## config.mk

```make
export PLATFORM = sky130hd
export DESIGN_NAME = string_key_hash_engine_unit
export DESIGN_NICKNAME = d
export VERILOG_FILES = /design/src/skh_pkg.sv /design/src/string_key_hash_engine_unit.sv /design/src/skh_front.sv /design/src/skh_queue.sv /design/src/skh_back.sv
export SDC_FILE = /design/constraint.sdc
export NUM_CORES = 1
export LEC_CHECK = 0
export BUFFER_PORTS_ARGS = -buffer_cell sky130_fd_sc_hd__buf_2
export CORE_AREA = 2 2 221 223
export CTS_CLUSTER_DIAMETER = 60
export CTS_CLUSTER_SIZE = 25
export DETAILED_ROUTE_END_ITERATION = 12
export DIE_AREA = 0 0 223 225
export GPL_TIMING_DRIVEN = 0
export HOLD_SLACK_MARGIN = 0.06
export PLACE_DENSITY = 0.79
export SLEW_MARGIN = 40
export SYNTH_ARGS = -nofsm -noshare
export SYNTH_HDL_FRONTEND = slang
export SYNTH_SLANG_ARGS = --single-unit
```

## constraint.sdc

```tcl
create_clock -name clk_i -period 7.6 [get_ports clk_i]
set_input_delay 0.38 -clock clk_i [delete_from_list [all_inputs] [get_ports clk_i]]
set_output_delay 0.38 -clock clk_i [all_outputs]
set_load 0.05 [all_outputs]
```

## src/skh_pkg.sv

```systemverilog
// ---------------------------------------------------------------------------
// String key hash package
// Shared types, register indexes and hash constants of the string key hash
// engine.
// ---------------------------------------------------------------------------
package skh_pkg;

  // Configuration register indexes.
  localparam logic CfgFinalizerMode = 1'b0;
  localparam logic CfgSignedChars   = 1'b1;

  // Finalizer codes.
  localparam logic FinKnuth   = 1'b0;
  localparam logic FinJenkins = 1'b1;

  // Width of one per-byte term: 2*x*x - x + 3 always lies in [3, 2^17).
  localparam int TermW = 17;

  // Queue between the front and back parts.
  localparam int QDepth = 4;
  localparam int QIdxW  = $clog2(QDepth);
  localparam int QCntW  = $clog2(QDepth + 1);

  // Knuth multiplicative constant.
  localparam logic [31:0] KnuthMult = 32'd2654435761;

  // Jenkins 32-bit mix constants and last step index.
  localparam logic [31:0] JenkinsC0 = 32'h7ed55d16;
  localparam logic [31:0] JenkinsC1 = 32'hc761c23c;
  localparam logic [31:0] JenkinsC2 = 32'h165667b1;
  localparam logic [31:0] JenkinsC3 = 32'hd3a2646c;
  localparam logic [31:0] JenkinsC4 = 32'hfd7046c5;
  localparam logic [31:0] JenkinsC5 = 32'hb55a4f09;
  localparam logic [2:0]  JenkinsLastStep = 3'd5;

  // One classified request as it travels from front to back.
  typedef struct packed {
    logic [TermW-1:0] term;
    logic             key_end;
  } skh_entry_t;

  // One step of the Jenkins 32-bit integer mix.
  function automatic logic [31:0] jenkins_step(input logic [2:0] idx,
                                               input logic [31:0] v);
    logic [31:0] r;
    r = v;
    unique case (idx)
      3'd0:    r = (v + JenkinsC0) + (v << 12);
      3'd1:    r = (v ^ JenkinsC1) ^ (v >> 19);
      3'd2:    r = (v + JenkinsC2) + (v << 5);
      3'd3:    r = (v + JenkinsC3) ^ (v << 9);
      3'd4:    r = (v + JenkinsC4) + (v << 3);
      3'd5:    r = (v ^ JenkinsC5) ^ (v >> 16);
      default: r = v;
    endcase
    return r;
  endfunction

endpackage

```

## src/string_key_hash_engine_unit.sv

```systemverilog
// ---------------------------------------------------------------------------
// String key hash engine
// Hashes a key arriving one byte per request and emits a 32-bit hash.
// ---------------------------------------------------------------------------
// Each byte request adds 2*x*x - x + 3 to a 32-bit running sum; a zero byte or
// a request marked last ends the key, and the selected finalizer (Knuth
// multiplicative or Jenkins 32-bit mix) produces the hash. The front part
// computes the byte's term and classifies it in the cycle of acceptance and
// writes it to a four-entry queue, so bytes are accepted one per cycle while
// the queue has room. The back part takes one non-terminating byte per cycle;
// a terminating request holds it in the mix state, which performs the 32x32
// multiply with the Knuth finalizer or the six mix steps in turn with the
// Jenkins mix, and leaves once the output is free. A finished hash waits in
// an output register while the next key's bytes keep flowing into the queue.
module string_key_hash_engine_unit (
  input  logic        clk_i,
  input  logic        rst_ni,
  input  logic        cfg_we_i,
  input  logic        cfg_idx_i,
  input  logic        cfg_data_i,
  input  logic        in_valid_i,
  output logic        in_stall_o,
  input  logic [7:0]  char_byte_i,
  input  logic        last_i,
  output logic        out_valid_o,
  input  logic        out_stall_i,
  output logic [31:0] hash_value_o
);

  logic                finalizer_mode_q;
  logic                signed_chars_q;
  skh_pkg::skh_entry_t front_entry;
  skh_pkg::skh_entry_t q_entry;
  logic                q_full;
  logic                q_valid;
  logic                q_pop;
  logic                push;

  // Configuration registers.
  always_ff @(posedge clk_i or negedge rst_ni) begin
    if (!rst_ni) begin
      finalizer_mode_q <= skh_pkg::FinKnuth;
      signed_chars_q   <= 1'b1;
    end else if (cfg_we_i) begin
      unique case (cfg_idx_i)
        skh_pkg::CfgFinalizerMode: finalizer_mode_q <= cfg_data_i;
        skh_pkg::CfgSignedChars:   signed_chars_q   <= cfg_data_i;
        default: ;
      endcase
    end
  end

  // Accept a request whenever the queue has room.
  assign in_stall_o = q_full;
  assign push       = in_valid_i && !q_full;

  skh_front u_front (
    .signed_chars_i (signed_chars_q),
    .char_byte_i    (char_byte_i),
    .last_i         (last_i),
    .entry_o        (front_entry)
  );

  skh_queue u_queue (
    .clk_i        (clk_i),
    .rst_ni       (rst_ni),
    .push_i       (push),
    .push_entry_i (front_entry),
    .full_o       (q_full),
    .pop_i        (q_pop),
    .valid_o      (q_valid),
    .entry_o      (q_entry)
  );

  skh_back u_back (
    .clk_i            (clk_i),
    .rst_ni           (rst_ni),
    .finalizer_mode_i (finalizer_mode_q),
    .q_valid_i        (q_valid),
    .q_entry_i        (q_entry),
    .q_pop_o          (q_pop),
    .out_valid_o      (out_valid_o),
    .out_stall_i      (out_stall_i),
    .hash_value_o     (hash_value_o)
  );

endmodule

```

## src/skh_front.sv

```systemverilog
// ---------------------------------------------------------------------------
// String key hash front part
// Classifies each incoming character and computes its polynomial term.
// ---------------------------------------------------------------------------
module skh_front (
  input  logic              signed_chars_i,
  input  logic [7:0]        char_byte_i,
  input  logic              last_i,
  output skh_pkg::skh_entry_t entry_o
);

  logic signed [8:0]  x;
  logic signed [17:0] sq;
  logic signed [18:0] t;
  logic               is_zero;

  // Extend the byte as signed or unsigned, then form 2*x*x - x + 3.
  always_comb begin
    x       = $signed({signed_chars_i & char_byte_i[7], char_byte_i});
    sq      = x * x;
    t       = (19'(sq) <<< 1) - 19'(x) + 19'sd3;
    is_zero = (char_byte_i == 8'd0);
  end

  // A zero byte contributes nothing and ends the key, as does a last marker.
  always_comb begin
    entry_o.term    = is_zero ? '0 : t[skh_pkg::TermW-1:0];
    entry_o.key_end = is_zero | last_i;
  end

endmodule

```

## src/skh_queue.sv

```systemverilog
// ---------------------------------------------------------------------------
// String key hash queue
// Short FIFO that decouples the front part from the back part.
// ---------------------------------------------------------------------------
module skh_queue (
  input  logic                clk_i,
  input  logic                rst_ni,
  input  logic                push_i,
  input  skh_pkg::skh_entry_t push_entry_i,
  output logic                full_o,
  input  logic                pop_i,
  output logic                valid_o,
  output skh_pkg::skh_entry_t entry_o
);

  skh_pkg::skh_entry_t          mem_q [skh_pkg::QDepth];
  logic [skh_pkg::QIdxW-1:0]    wr_ptr_q, rd_ptr_q;
  logic [skh_pkg::QCntW-1:0]    count_q;

  assign full_o  = (count_q == skh_pkg::QCntW'(skh_pkg::QDepth));
  assign valid_o = (count_q != '0);
  assign entry_o = mem_q[rd_ptr_q];

  // Entry storage.
  always_ff @(posedge clk_i) begin
    if (push_i) begin
      mem_q[wr_ptr_q] <= push_entry_i;
    end
  end

  // Pointers and fill count.
  always_ff @(posedge clk_i or negedge rst_ni) begin
    if (!rst_ni) begin
      wr_ptr_q <= '0;
      rd_ptr_q <= '0;
      count_q  <= '0;
    end else begin
      if (push_i) begin
        wr_ptr_q <= wr_ptr_q + 1'b1;
      end
      if (pop_i) begin
        rd_ptr_q <= rd_ptr_q + 1'b1;
      end
      if (push_i && !pop_i) begin
        count_q <= count_q + 1'b1;
      end else if (pop_i && !push_i) begin
        count_q <= count_q - 1'b1;
      end
    end
  end

  // The fill count never exceeds the depth.
  a_count_bound: assert property (@(posedge clk_i) disable iff (!rst_ni)
    count_q <= skh_pkg::QCntW'(skh_pkg::QDepth))
    else $error("queue count above depth");

  // Nothing is pushed into a full queue.
  a_no_overflow: assert property (@(posedge clk_i) disable iff (!rst_ni)
    push_i |-> !full_o)
    else $error("push into full queue");

  // Nothing is popped from an empty queue.
  a_no_underflow: assert property (@(posedge clk_i) disable iff (!rst_ni)
    pop_i |-> valid_o)
    else $error("pop from empty queue");

endmodule

```

## src/skh_back.sv

```systemverilog
// ---------------------------------------------------------------------------
// String key hash back part
// Accumulates terms, runs the selected finalizer and holds the result.
// ---------------------------------------------------------------------------
module skh_back (
  input  logic                clk_i,
  input  logic                rst_ni,
  input  logic                finalizer_mode_i,
  input  logic                q_valid_i,
  input  skh_pkg::skh_entry_t q_entry_i,
  output logic                q_pop_o,
  output logic                out_valid_o,
  input  logic                out_stall_i,
  output logic [31:0]         hash_value_o
);

  typedef enum logic {
    B_IDLE,
    B_MIX
  } back_state_e;

  back_state_e  state_q;
  logic [31:0]  sum_q;
  logic [31:0]  v_q;
  logic [2:0]   step_q;
  logic         mode_q;
  logic         out_valid_q;
  logic [31:0]  hash_q;

  logic [31:0]  sum_plus;
  logic [31:0]  result;
  logic         mix_last;
  logic         out_free;

  // Pop only while no key is being finalized.
  always_comb begin
    q_pop_o  = (state_q == B_IDLE) && q_valid_i;
    sum_plus = sum_q + 32'(q_entry_i.term);
    mix_last = (mode_q == skh_pkg::FinKnuth) || (step_q == skh_pkg::JenkinsLastStep);
    result   = (mode_q == skh_pkg::FinKnuth) ? v_q * skh_pkg::KnuthMult
                                            : skh_pkg::jenkins_step(step_q, v_q);
    out_free = !out_valid_q || !out_stall_i;
  end

  // Sequencer: accumulate, then finalize one mix step per cycle, holding the last until the output is free.
  always_ff @(posedge clk_i or negedge rst_ni) begin
    if (!rst_ni) begin
      state_q     <= B_IDLE;
      sum_q       <= '0;
      v_q         <= '0;
      step_q      <= '0;
      mode_q      <= skh_pkg::FinKnuth;
      out_valid_q <= 1'b0;
      hash_q      <= '0;
    end else begin
      if (out_valid_q && !out_stall_i) begin
        out_valid_q <= 1'b0;
      end
      unique case (state_q)
        B_IDLE: begin
          if (q_pop_o) begin
            if (q_entry_i.key_end) begin
              v_q     <= sum_plus;
              sum_q   <= '0;
              step_q  <= '0;
              mode_q  <= finalizer_mode_i;
              state_q <= B_MIX;
            end else begin
              sum_q <= sum_plus;
            end
          end
        end
        B_MIX: begin
          if (!mix_last) begin
            v_q    <= result;
            step_q <= step_q + 3'd1;
          end else if (out_free) begin
            hash_q      <= result;
            out_valid_q <= 1'b1;
            state_q     <= B_IDLE;
          end
        end
        default: state_q <= B_IDLE;
      endcase
    end
  end

  assign out_valid_o  = out_valid_q;
  assign hash_value_o = hash_q;

  // A key end clears the accumulator and starts finalizing.
  a_key_end_clears: assert property (@(posedge clk_i) disable iff (!rst_ni)
    (q_pop_o && q_entry_i.key_end) |=> (sum_q == '0) && (state_q == B_MIX))
    else $error("key end did not clear the sum");

  // The mix step counter stays within the Jenkins step range.
  a_step_bound: assert property (@(posedge clk_i) disable iff (!rst_ni)
    (state_q == B_MIX) |-> (step_q <= skh_pkg::JenkinsLastStep))
    else $error("mix step out of range");

  // A Knuth finalize that finds the output free returns to idle with the hash valid in the next cycle.
  a_knuth_done: assert property (@(posedge clk_i) disable iff (!rst_ni)
    (state_q == B_MIX && mode_q == skh_pkg::FinKnuth && out_free)
    |=> (state_q == B_IDLE) && out_valid_q)
    else $error("Knuth finalize did not complete");

endmodule

```

# [After elaboration in Yosys (flattened, before gate mapping)]
# Memories as Yosys holds them, arrays and structs flattened.
# Cells that the tools add are included.
[op_classes] addsub=15 multipliers=2 div=0 n_lt_le_gt_ge=0 n_eq_ne=9 shifts=0 muxes=25 n_bitwise=10 n_reduce_logical=22
[ops] operator="32-bit case mux with 6 select lines" n=1
[ops] operator="32-bit two-way mux" n=5
[ops] operator="32-bit adder" n=3
[ops] operator="32-bit adder (second input constant)" n=2
[ops] operator="32-bit case mux with 2 select lines" n=1
[ops] operator="32-bit by 17-bit adder with 32-bit output" n=1
[ops] operator="32-bit by 29-bit adder with 32-bit output (second input constant)" n=1
[ops] operator="32-bit by 31-bit adder with 32-bit output (second input constant)" n=1
[ops] operator="32-bit by 32-bit multiplier with 32-bit output (second input constant)" n=1
[ops] operator="32-bit by 13-bit bitwise XOR with 32-bit output" n=1
[ops] operator="32-bit by 16-bit bitwise XOR with 32-bit output" n=1
[ops] operator="32-bit bitwise XOR" n=1
[ops] operator="17-bit by 3-bit adder with 17-bit output (second input constant)" n=1
[ops] operator="17-bit two-way mux" n=1
[ops] operator="17-bit by 9-bit subtractor with 17-bit output" n=1
[ops] operator="9-bit by 9-bit multiplier with 16-bit output" n=1
[ops] operator="16-bit inverter" n=1
[ops] operator="3-bit two-way mux" n=5
[ops] operator="15-bit inverter" n=1
[ops] operator="1-bit two-way mux" n=10
[ops] operator="3-bit equality test (second input constant)" n=3
[ops] operator="3-bit AND reduction" n=3
[ops] operator="8-bit logical NOT" n=1
[ops] operator="3-bit by 1-bit adder with 3-bit output (second input constant)" n=2
[ops] operator="other kinds (17)" n=34
[totals] ff_bits=111 latchBits=0 ramBits=72 romBits=0 in_bits=16 output_inout_bits=34 wordCells=96 n_memories=1
[memory_table] name="u_queue.mem_q" depth=4 word_bits=18 rd=1 rd_ports_with_merged_regs=0 wr=1 line_no="skh_queue.sv:16" rtl="skh_pkg::skh_entry_t mem_q [skh_pkg::QDepth];"

# [Longest topological paths before layout]
# Gate-level depths: netlist of the first run.
[logic_depth] depth_word=7 ltp_mapped=31 ltp_nobuf=30

# [By module]
# A second synthesis of the first run with hierarchy kept.
[hier_totals] hier_cells=3164 hier_area_um2=28670.0
[modules_own_cells] module="skh_back" n_inst=1 cells_per_inst=2646 area_per_inst_um2=22256.3 seq_area_each_um2=2552.4
[modules_own_cells] module="skh_front" n_inst=1 cells_per_inst=383 area_per_inst_um2=3325.7 seq_area_each_um2=0.0
[modules_own_cells] module="skh_queue" n_inst=1 cells_per_inst=128 area_per_inst_um2=2994.1 seq_area_each_um2=2337.2
[modules_own_cells] module="string_key_hash_engine_unit" n_inst=1 cells_per_inst=7 area_per_inst_um2=93.8 seq_area_each_um2=51.3

# [Worst setup path before layout of the first run]
# OpenSTA, ideal clock, no wires.
[synth_timing] path_kind="register -> register" startpoint="reg u_back.v_q[5]" endpoint="reg u_back.v_q[23]" setup_ns=0.130 t_arrival_ns=7.025 required_time_ns=7.470 setup_slack_ns=0.445 stages_incl_launch_ff=28 n_path_buf=1 synth_period_minus_slack_ns=7.155 path_cell_list="dfrtp_1 -> clkbuf_1 -> inv_1 -> fa_1 -> inv_1 -> fa_1 -> fa_1 -> inv_1 -> fa_1 -> inv_1 -> fa_1 -> inv_1 -> fa_1 -> inv_1 -> fa_1 -> inv_1 -> fa_1 -> inv_1 -> ha_1 -> a21o_1 -> a221oi_1 -> nand2_1 -> a21oi_1 -> xor2_1 -> o22ai_1 -> or3_1 -> nor2_1 -> o22ai_1"
[synth_via] elab_chain_cells=6 word_cells_on_any_way=13 cone_classes="add/sub: 7; mul: 1; mux: 4; bitwise: 1"
[synth_rtl] element="from (decl)" line_no="skh_back.sv:24" rtl="logic [31:0] v_q;"
[synth_rtl] element="from (signal assigned)" line_no="skh_back.sv:63" rtl="v_q <= sum_plus;"
[synth_rtl] element="from (signal assigned)" line_no="skh_back.sv:75" rtl="v_q <= result;"
[synth_rtl] element="32-bit adder, or another cell as far along (2 in a row)" line_no="skh_pkg.sv:52" rtl="3'd4: r = (v + JenkinsC4) + (v << 3);"
[synth_rtl] element="32-bit case mux with 6 select lines" line_no="skh_pkg.sv:47" rtl="unique case (idx)"
[synth_rtl] element="32-bit two-way mux (*)" line_no="skh_back.sv:40" rtl="result = (mode_q == skh_pkg::FinKnuth) ? v_q * skh_pkg::KnuthMult"
[synth_rtl] element="32-bit two-way mux (*)" line_no="skh_back.sv:74" rtl="if (!mix_last) begin"
[synth_rtl] element="32-bit case mux with 2 select lines (*)" line_no="skh_back.sv:59" rtl="unique case (state_q)"
# Every way passes the cells marked *; elsewhere a longest branch is shown, timed or not. The select of a mux whose other input is x is not followed.
# A chain may end at the register's enable or synchronous reset.

# [Worst setup path after layout of the first run]
[layout_timing] startpoint="reg u_back.v_q[1]" endpoint="reg u_back.hash_q[31], in the netlist u_back.hash_value_o[31]"
[layout_via] elab_chain_cells=4 word_cells_on_any_way=11 cone_classes="add/sub: 7; mul: 1; mux: 2; bitwise: 1"
[layout_rtl] element="32-bit adder, or another cell as far along (2 in a row)" line_no="skh_pkg.sv:52"
[layout_rtl] element="32-bit case mux with 6 select lines" line_no="skh_pkg.sv:47"
[layout_rtl] element="32-bit two-way mux (*)" line_no="skh_back.sv:40"
[layout_rtl] element="to (signal assigned)" line_no="skh_back.sv:78" rtl="hash_q <= result;"
[layout_rtl] element="to (decl)" line_no="skh_back.sv:28" rtl="logic [31:0] hash_q;"
# Every way passes the cells marked *; elsewhere a longest branch is shown, timed or not.

==> summary.md, run 1 <==
| Metric | Value |
|---|---|
| Slew Viols, Final | `0` |
| CP endpoint kind | `register` |
| Delay-heaviest family, CP | `adder cells` |
| Number of setup violations in the final report | `0` |
| Total track usage | `~44%` |
| Nets | `around 4,000` |
| Global route overflow | `0` |
| Pre-Repair DR Iteration Count | `9` |
| Clock transition at path regs | `about 0.08 ns` |
| Crit path cell chain | `buf_4, buf_4, fa_1, fa_1, fa_1, inv_1, fa_1, inv_1, fa_1, ha_1, fa_1, inv_1, fa_1, inv_1, ha_2, and3_4, and4_2, o2111ai_4, a32o_2, o21ai_4, a31oi_4, xnor2_4, o21ai_2, mux2_4` |
| Largest cells by area after synthesis | `ha_1, fa_1, dfrtp_1, edfxtp_1, inv_1` |
| # H-tree levels | `4` |
| CTS sink count | `approximately 180` |
| Post-Place Worst Slack | `-1.44 ns` |
| Initial DRC count | `roughly 2,200` |
| Share of the synthesized area in the top cell type | `between 20% and 30%` |
| CP Data Arrival Time | `a little under 8 ns` |
| Vias/cell | `6.44` |
| F_max | `0.134 GHz` |
| Top Layer Used | `met5` |
| Post-synth EDFFs | `72` |
| Yosys reg bits | `about 180` |
| TritonCTS Buffers | `17` |
| Min cycle time layout | `between 7 and 8 ns` |
| Crit path largest cell delay | `~0.55 ns` |
| Share of cells above drive strength 1 | `9.65%` |
| R2R setup slack | `between 0.1 and 0.15 ns` |
| Core Region | `between 40,000 and 50,000 um^2` |
| Yosys warns | `0` |
| Routed via count | `24,900` |
| Max_cap viols | `0` |
| PnR worst setup slack | `approximately 0.13 ns` |
| Site row count | `80` |
| Gpl congestion | `around 1.1` |
| Worst Path Max Fanout | `5` |
| Clock root cell | `clkbuf_16` |
| IO Count | `50` |
| Routed wl met3 | `approximately 9300 um` |
| Most frequent CP cell | `fa_1` |
| Mean Syn Cell Area | `9.13 um^2` |
| Die area | `about 50,000 um^2` |
| Area growth from synthesis to layout | `9.50%` |
| Hold WC Path Type | `primary input to register` |
| Post-Synthesis Cells | `roughly 3,100` |
| Vias in the first global route | `roughly 25,000` |
| Met2 wire length | `approximately 50,000 um` |
| Most frequent cells in the layout | `inv_1, ha_1, fa_1` |
| Crit start category | `register` |
| Most common cell after layout, fill and taps aside | `inv_1` |
| Design Area, Final | `a little over 30,000 um^2` |
| Die boundary width | `223 um` |
| Area after detailed placement | `between 20,000 and 30,000 um^2` |
| Netlist cell types | `91` |
| Period utilization | `between 90% and 100%` |
| CP max stage cell | `fa_1` |
| Status | `complete, no violations` |
| Clk_skew | `roughly 0.014 ns` |
| Longest Clk Path Bufs | `2` |
| Post-DR wirelength/cell | `28.0 um` |
| Final WL | `between 100,000 and 150,000 um` |
| Initial Util | `59.7%` |
| Met1 Wirelength | `39,300 um` |
| # port buffers | `49` |
| Fill cells | `~3,900` |
| CP Class | `register to register` |
| Global-route wire length before repair | `160,000 um` |
| Buffers and inverters on the worst path | `6` |
| Register area share after synthesis | `17.4%` |
| Final ANT Viol Nets | `0` |
| CTS tree | `built` |
| Async set or reset register ratio after synthesis | `about three fifths` |
| Pin count of the biggest net entering global routing | `74` |
| Cell taking the most area after synthesis | `ha_1` |
| Initial antenna violation count | `3` |
| HPWL after DPL | `around 85,000 um` |
| Slew HR | `a little under a third` |
| Slew of the pin with the lowest slew margin | `1.04 ns` |
| Final number of hold-violating endpoints | `0` |
| Die Span Y | `225 um` |
| Synthesized cell area | `28,400 um^2` |
| Top_reg_cell synth | `dfrtp_1` |
| Syn_nets | `approximately 3,800` |
| WP data required | `between 7 and 8 ns` |
| Worst skew pair latency | `0.44 ns` |
| Remaining DRCs | `0` |
==> path summary, 6_finish.rpt <==
path,from,endpoint,cells after the start
max,u_back.v_q[1],u_back.hash_value_o[31],24
min,cfg_data_i,finalizer_mode_q,2
max reg2reg,u_back.v_q[1],u_back.hash_value_o[31],24
min reg2reg,u_back.hash_value_o[25],u_back.hash_value_o[25],1
max in group asynchronous,rst_ni,signed_chars_q,3
min in group asynchronous,rst_ni,u_back.hash_value_o[14],2
==> cell families after synthesis <==
kind of cell	Yosys count	synth area share (%)
adder cells (fa/ha/maj)	716	38.5
AO/OA/AOI/OAI	674	15.8
buffers and inverters	648	8.69
flip-flops	183	17.4
multiplexers	44	2.41
AND/OR/NAND/NOR	602	9.72
XOR/XNOR	241	7.44
==> layout make-up <==
class	instances	area [um^2]	area share (%)
multi-input cells	2277	21300	68.6
flip-flops and latches	183	5010	16.1
inverters	560	2160	6.96
repair buffers	118	791	2.55
well taps	615	769	2.48
clock buffers	17	425	1.37
plain buffers	83	402	1.29
clock inverters	15	180	0.580
diodes	1	2.50	0.00806
==> metrics by stage <==
step	hold WS, ns	std cells	setup TNS, ns	util [%]
after floorplan	0.0844	3108	0	-
after global placement	0.459	3772	-39.30	61.8
after detailed placement	0.293	3775	-30.82	62.1
after CTS	0.180	3863	0	64.7
after global routing	0.194	3868	-0.0321	65.3
final	0.192	3869	0	65.3
==> synthesized netlist by cell type, drive strengths merged (16+ instances only) <==
cell type,count
a221oi,17
nor2,163
nand4,17
nor2b,22
a211oi,25
nand2,224
a21oi,152
o21bai,19
xor2,81
inv,558
a31oi,35
edfxtp,72
nor3,22
and2,17
o21ai,164
o21a,28
a21o,48
nand2b,22
xnor2,160
and3,32
a22oi,16
fa,262
ha,454
clkbuf,75
dfrtp,110
mux4,18
nand3,41
==> registers in the layout, summed over array words and instances, names as in the netlist, 2 cells and up <==
register,cells
u_queue.mem_q,72
u_back.hash_value_o,32
u_back.sum_q,32
u_back.v_q,32
u_back.step_q,3
u_queue.count_q,3
u_queue.rd_ptr_q,2
u_queue.wr_ptr_q,2
==> routing by layer <==
layer | up-vias | GRT usage, %
li1 | 10800 | -
met1 | 12100 | 50.9
met3 | 498 | 8.41
met4 | 4 | 34.8
met2 | 1425 | 71.0
met5 | - | 0
==> what timing repair did <==
item / CTS / global route
hold buffers: 1 / 0
pin swaps: 5 / 23
gates resized for setup: 65 / 46
endpoints found under the hold margin: 38 / 0
buffers inserted: 58 / 7
setup endpoints to repair: 32 / 30
Power of run 1 is left out: the tool's default activity adds up to more than one toggle a clock period on the data nets, which glitch-free logic cannot reach.
==> inputs of run 2 (changes only) <==
--- a/config.mk
+++ b/config.mk
@@ -5,12 +5,12 @@
 export SDC_FILE = /design/constraint.sdc
 export NUM_CORES = 1
 export LEC_CHECK = 0
-export BUFFER_PORTS_ARGS = -buffer_cell sky130_fd_sc_hd__buf_2
-export CORE_AREA = 2 2 221 223
+export CORE_AREA = 2 2 219 221
 export CTS_CLUSTER_DIAMETER = 60
 export CTS_CLUSTER_SIZE = 25
 export DETAILED_ROUTE_END_ITERATION = 12
-export DIE_AREA = 0 0 223 225
+export DIE_AREA = 0 0 221 223
+export DONT_BUFFER_PORTS = 1
 export GPL_TIMING_DRIVEN = 0
 export HOLD_SLACK_MARGIN = 0.06
 export PLACE_DENSITY = 0.79
==> run 2 against run 1 <==
  * The flow now finishes with violations (negative setup slack)
  * Utilization shrank 0.13 points
  * Clock skew grew 0.0025 ns
  * Worst setup slack lost 0.17 ns
  * Die area shrank 1.8%
  * Clock-buffer cell count is the same
  * Sequential cell count is the same
  * Worst hold slack lost 0.11 ns
  * Sequential share of layout area grew 0.16 points
  * Critical path depth shrank 2
==> summary.md, run 2 (same netlist as run 1, synthesis figures left out) <==
| Metric | Value |
|---|---|
| PnR worst setup slack | `-0.0443 ns (-0.173 ns)` |
| Routed via count | `24,700 (-0.82%)` |
| Biggest register | `u_queue.mem_q` |
| Die Span Y | `223 um (-0.89%)` |
| Final number of hold-violating endpoints | `0 (unchanged)` |
| Clock transition at path regs | `0.08 ns (about the same)` |
| Hold WC Path Type | `primary input to register` |
| Most common cell after layout, fill and taps aside | `inv_1` |
| Worst skew pair latency | `0.45 ns (about the same)` |
| Failing checks | `negative setup slack` |
| Clk_skew | `0.0165 ns (+0.00251 ns)` |
| Fill cells | `3,807 (-1.8%)` |
| Post-DR wirelength/cell | `28.1 um (+0.16%)` |
| Initial Util | `60.2% (+0.51 points)` |
| TritonCTS Buffers | `17 (unchanged)` |
| Total track usage | `43.6% (-0.092 points)` |
| # port buffers | `0 (-100%)` |
| Crit start category | `register` |
| R2R setup slack | `-0.04 ns (-0.17 ns)` |
| CTS sink count | `183 (unchanged)` |
| Slew HR | `33.7% (+3.1 points)` |
| Vias in the first global route | `25,200 (-0.40%)` |
| Area of the multi-input gates | `21,300 um^2 (-0.30%)` |
| WP data required | `7.99 ns (+0.06 ns)` |
| Remaining DRCs | `0 (unchanged)` |
| Vias/cell | `6.46 (+0.35%)` |
| WHS Path Cells | `1 (-1)` |
| Sequential cell area | `5000 um^2 (about the same)` |
| Max FFs per register | `72 (unchanged)` |
| Pin count of the biggest net entering global routing | `112 (+51%)` |
| Worst Path Max Fanout | `12 (+7)` |
| Worst r2r path cells | `22 (-8.3%)` |
| Pre-Repair DR Iteration Count | `8 (-1)` |
| Worst Hold Path EP | `signed_chars_q` |
| Core Region | `47,100 um^2 (-0.84%)` |
| # H-tree levels | `4 (unchanged)` |
| Min cycle time layout | `7.64 ns (+0.173 ns)` |
| Final ANT Viol Nets | `0 (unchanged)` |
| FF-to-FF Start | `u_back.v_q[14]` |
| Initial DRC count | `2,384 (+10%)` |
| Global route overflow | `0 (unchanged)` |
| Global-route wire length before repair | `159,000 um (-0.72%)` |
| Die area | `49,300 um^2 (-1.8%)` |
| Most frequent cells in the layout | `inv_1, ha_1, fa_1` |
| Status | `complete, but fails checks` |
| IO Count | `50 (unchanged)` |
| Longest Clk Path Bufs | `2 (unchanged)` |
| HPWL after DPL | `84,100 um (-0.58%)` |
| Slew Viols, Final | `0 (unchanged)` |
| Site row count | `80 (unchanged)` |
| Number of setup violations in the final report | `1 (+1)` |
| CP endpoint kind | `register` |
| Slew of the pin with the lowest slew margin | `0.994 ns (-0.0467 ns)` |
| Max_cap viols | `0 (unchanged)` |
| Reg2reg end | `u_back.hash_value_o[26]` |
| Gpl congestion | `1.10 (+1.3%)` |
| Period utilization | `101% (+2.3 points)` |
| Initial antenna violation count | `3 (unchanged)` |
| Area growth from synthesis to layout | `8.36%` |
| Die boundary width | `221 um (-0.90%)` |
| Worst hold start | `cfg_data_i` |
| Nets | `3,925 (-1.2%)` |
| Final WL | `107,000 um (-1.0%)` |
| Clock root cell | `clkbuf_16` |
| CP Data Arrival Time | `8.04 ns (+0.24 ns)` |
| CTS tree | `built` |
| CP Class | `register to register` |
| Share of cells above drive strength 1 | `8.02% (-1.6 points)` |
| Crit path from | `u_back.v_q[14]` |
| F_max | `0.131 GHz (-2.3%)` |
| Final core utilization | `65.2% (-0.13 points)` |
| RSZ-0062 raised after global routing | `true` |
[run 2: cell count changes in the layout (fill, tap and decap cells not counted), sizes merged]
cell	delta
buf	-46
clkinv	+5
inv	-5
diode	+2
clkbuf	-1
[run 2: what timing repair did]
action,4_1_cts,5_1_grt
pin swaps,6,19
resized for setup,72,30
setup buffers,55,14
hold buffers,2,0
hold endpoints to repair,111,0
setup endpoints to repair,28,38
[run 2: per-layer routing]
metal	share of wire [%]	global-route usage, %
met1	36	50.8
met2	47	73.3
met3	8.9	8.27
met4	8.5	29.5
met5	0	0
[run 2: worst max path at each step]
stage                                         end
after floorplan                    u_back.v_q[23]
after global routing      u_back.hash_value_o[30]
final                     u_back.hash_value_o[26]
after detailed placement           u_back.v_q[23]
after global placement             u_back.v_q[23]
after CTS                 u_back.hash_value_o[30]
[run 2: cell type report]
type / count / share of cell area, %
sequential: 183 / 16.3
tap: 615 / 2.50
clock inverter: 15 / 0.590
clock buffer: 17 / 1.38
inverter: 560 / 7.06
timing repair buffer: 73 / 1.84
multi-input combinational: 2277 / 69.2
antenna: 3 / 0.0244
buffer: 81 / 1.16
[run 2: through the flow]
| step | instance area, um^2 | setup TNS, ns | cells | setup WS, ns | hold slack [ns] |
|---|---|---|---|---|---|
| 2_1_floorplan | 28400 | 0 | 3108 | 0.445 | 0.0844 |
| 3_3_place_gp | 29100 | -32.78 | 3723 | -1.68 | 0.0864 |
| 3_5_place_dp | 29200 | -26.59 | 3726 | -1.51 | 0.0858 |
| 4_1_cts | 30500 | 0 | 3813 | 0.0104 | 0.0829 |
| 5_1_grt | 30700 | -0.175 | 3821 | -0.0426 | 0.0899 |
| 6_report | 30700 | -0.0443 | 3824 | -0.0443 | 0.0834 |
[run 2: critical path, stage by stage (launching register included)]
cell and delay [ns]:
dfrtp_2 0.77, inv_2 0.42, fa_1 0.54, fa_1 0.50, inv_1 0.07, fa_1 0.59, fa_1 0.44, ha_1 0.32
fa_1 0.48, fa_1 0.50, inv_1 0.06, fa_1 0.51, inv_1 0.06, ha_1 0.32, a21o_1 0.22, nand2b_4 0.17
a211oi_4 0.31, buf_4 0.18, nor2_1 0.04, xnor2_1 0.41, a2bb2oi_1 0.13, o211ai_1 0.27, mux2_2 0.25
Power of run 2 is left out for the same reason.
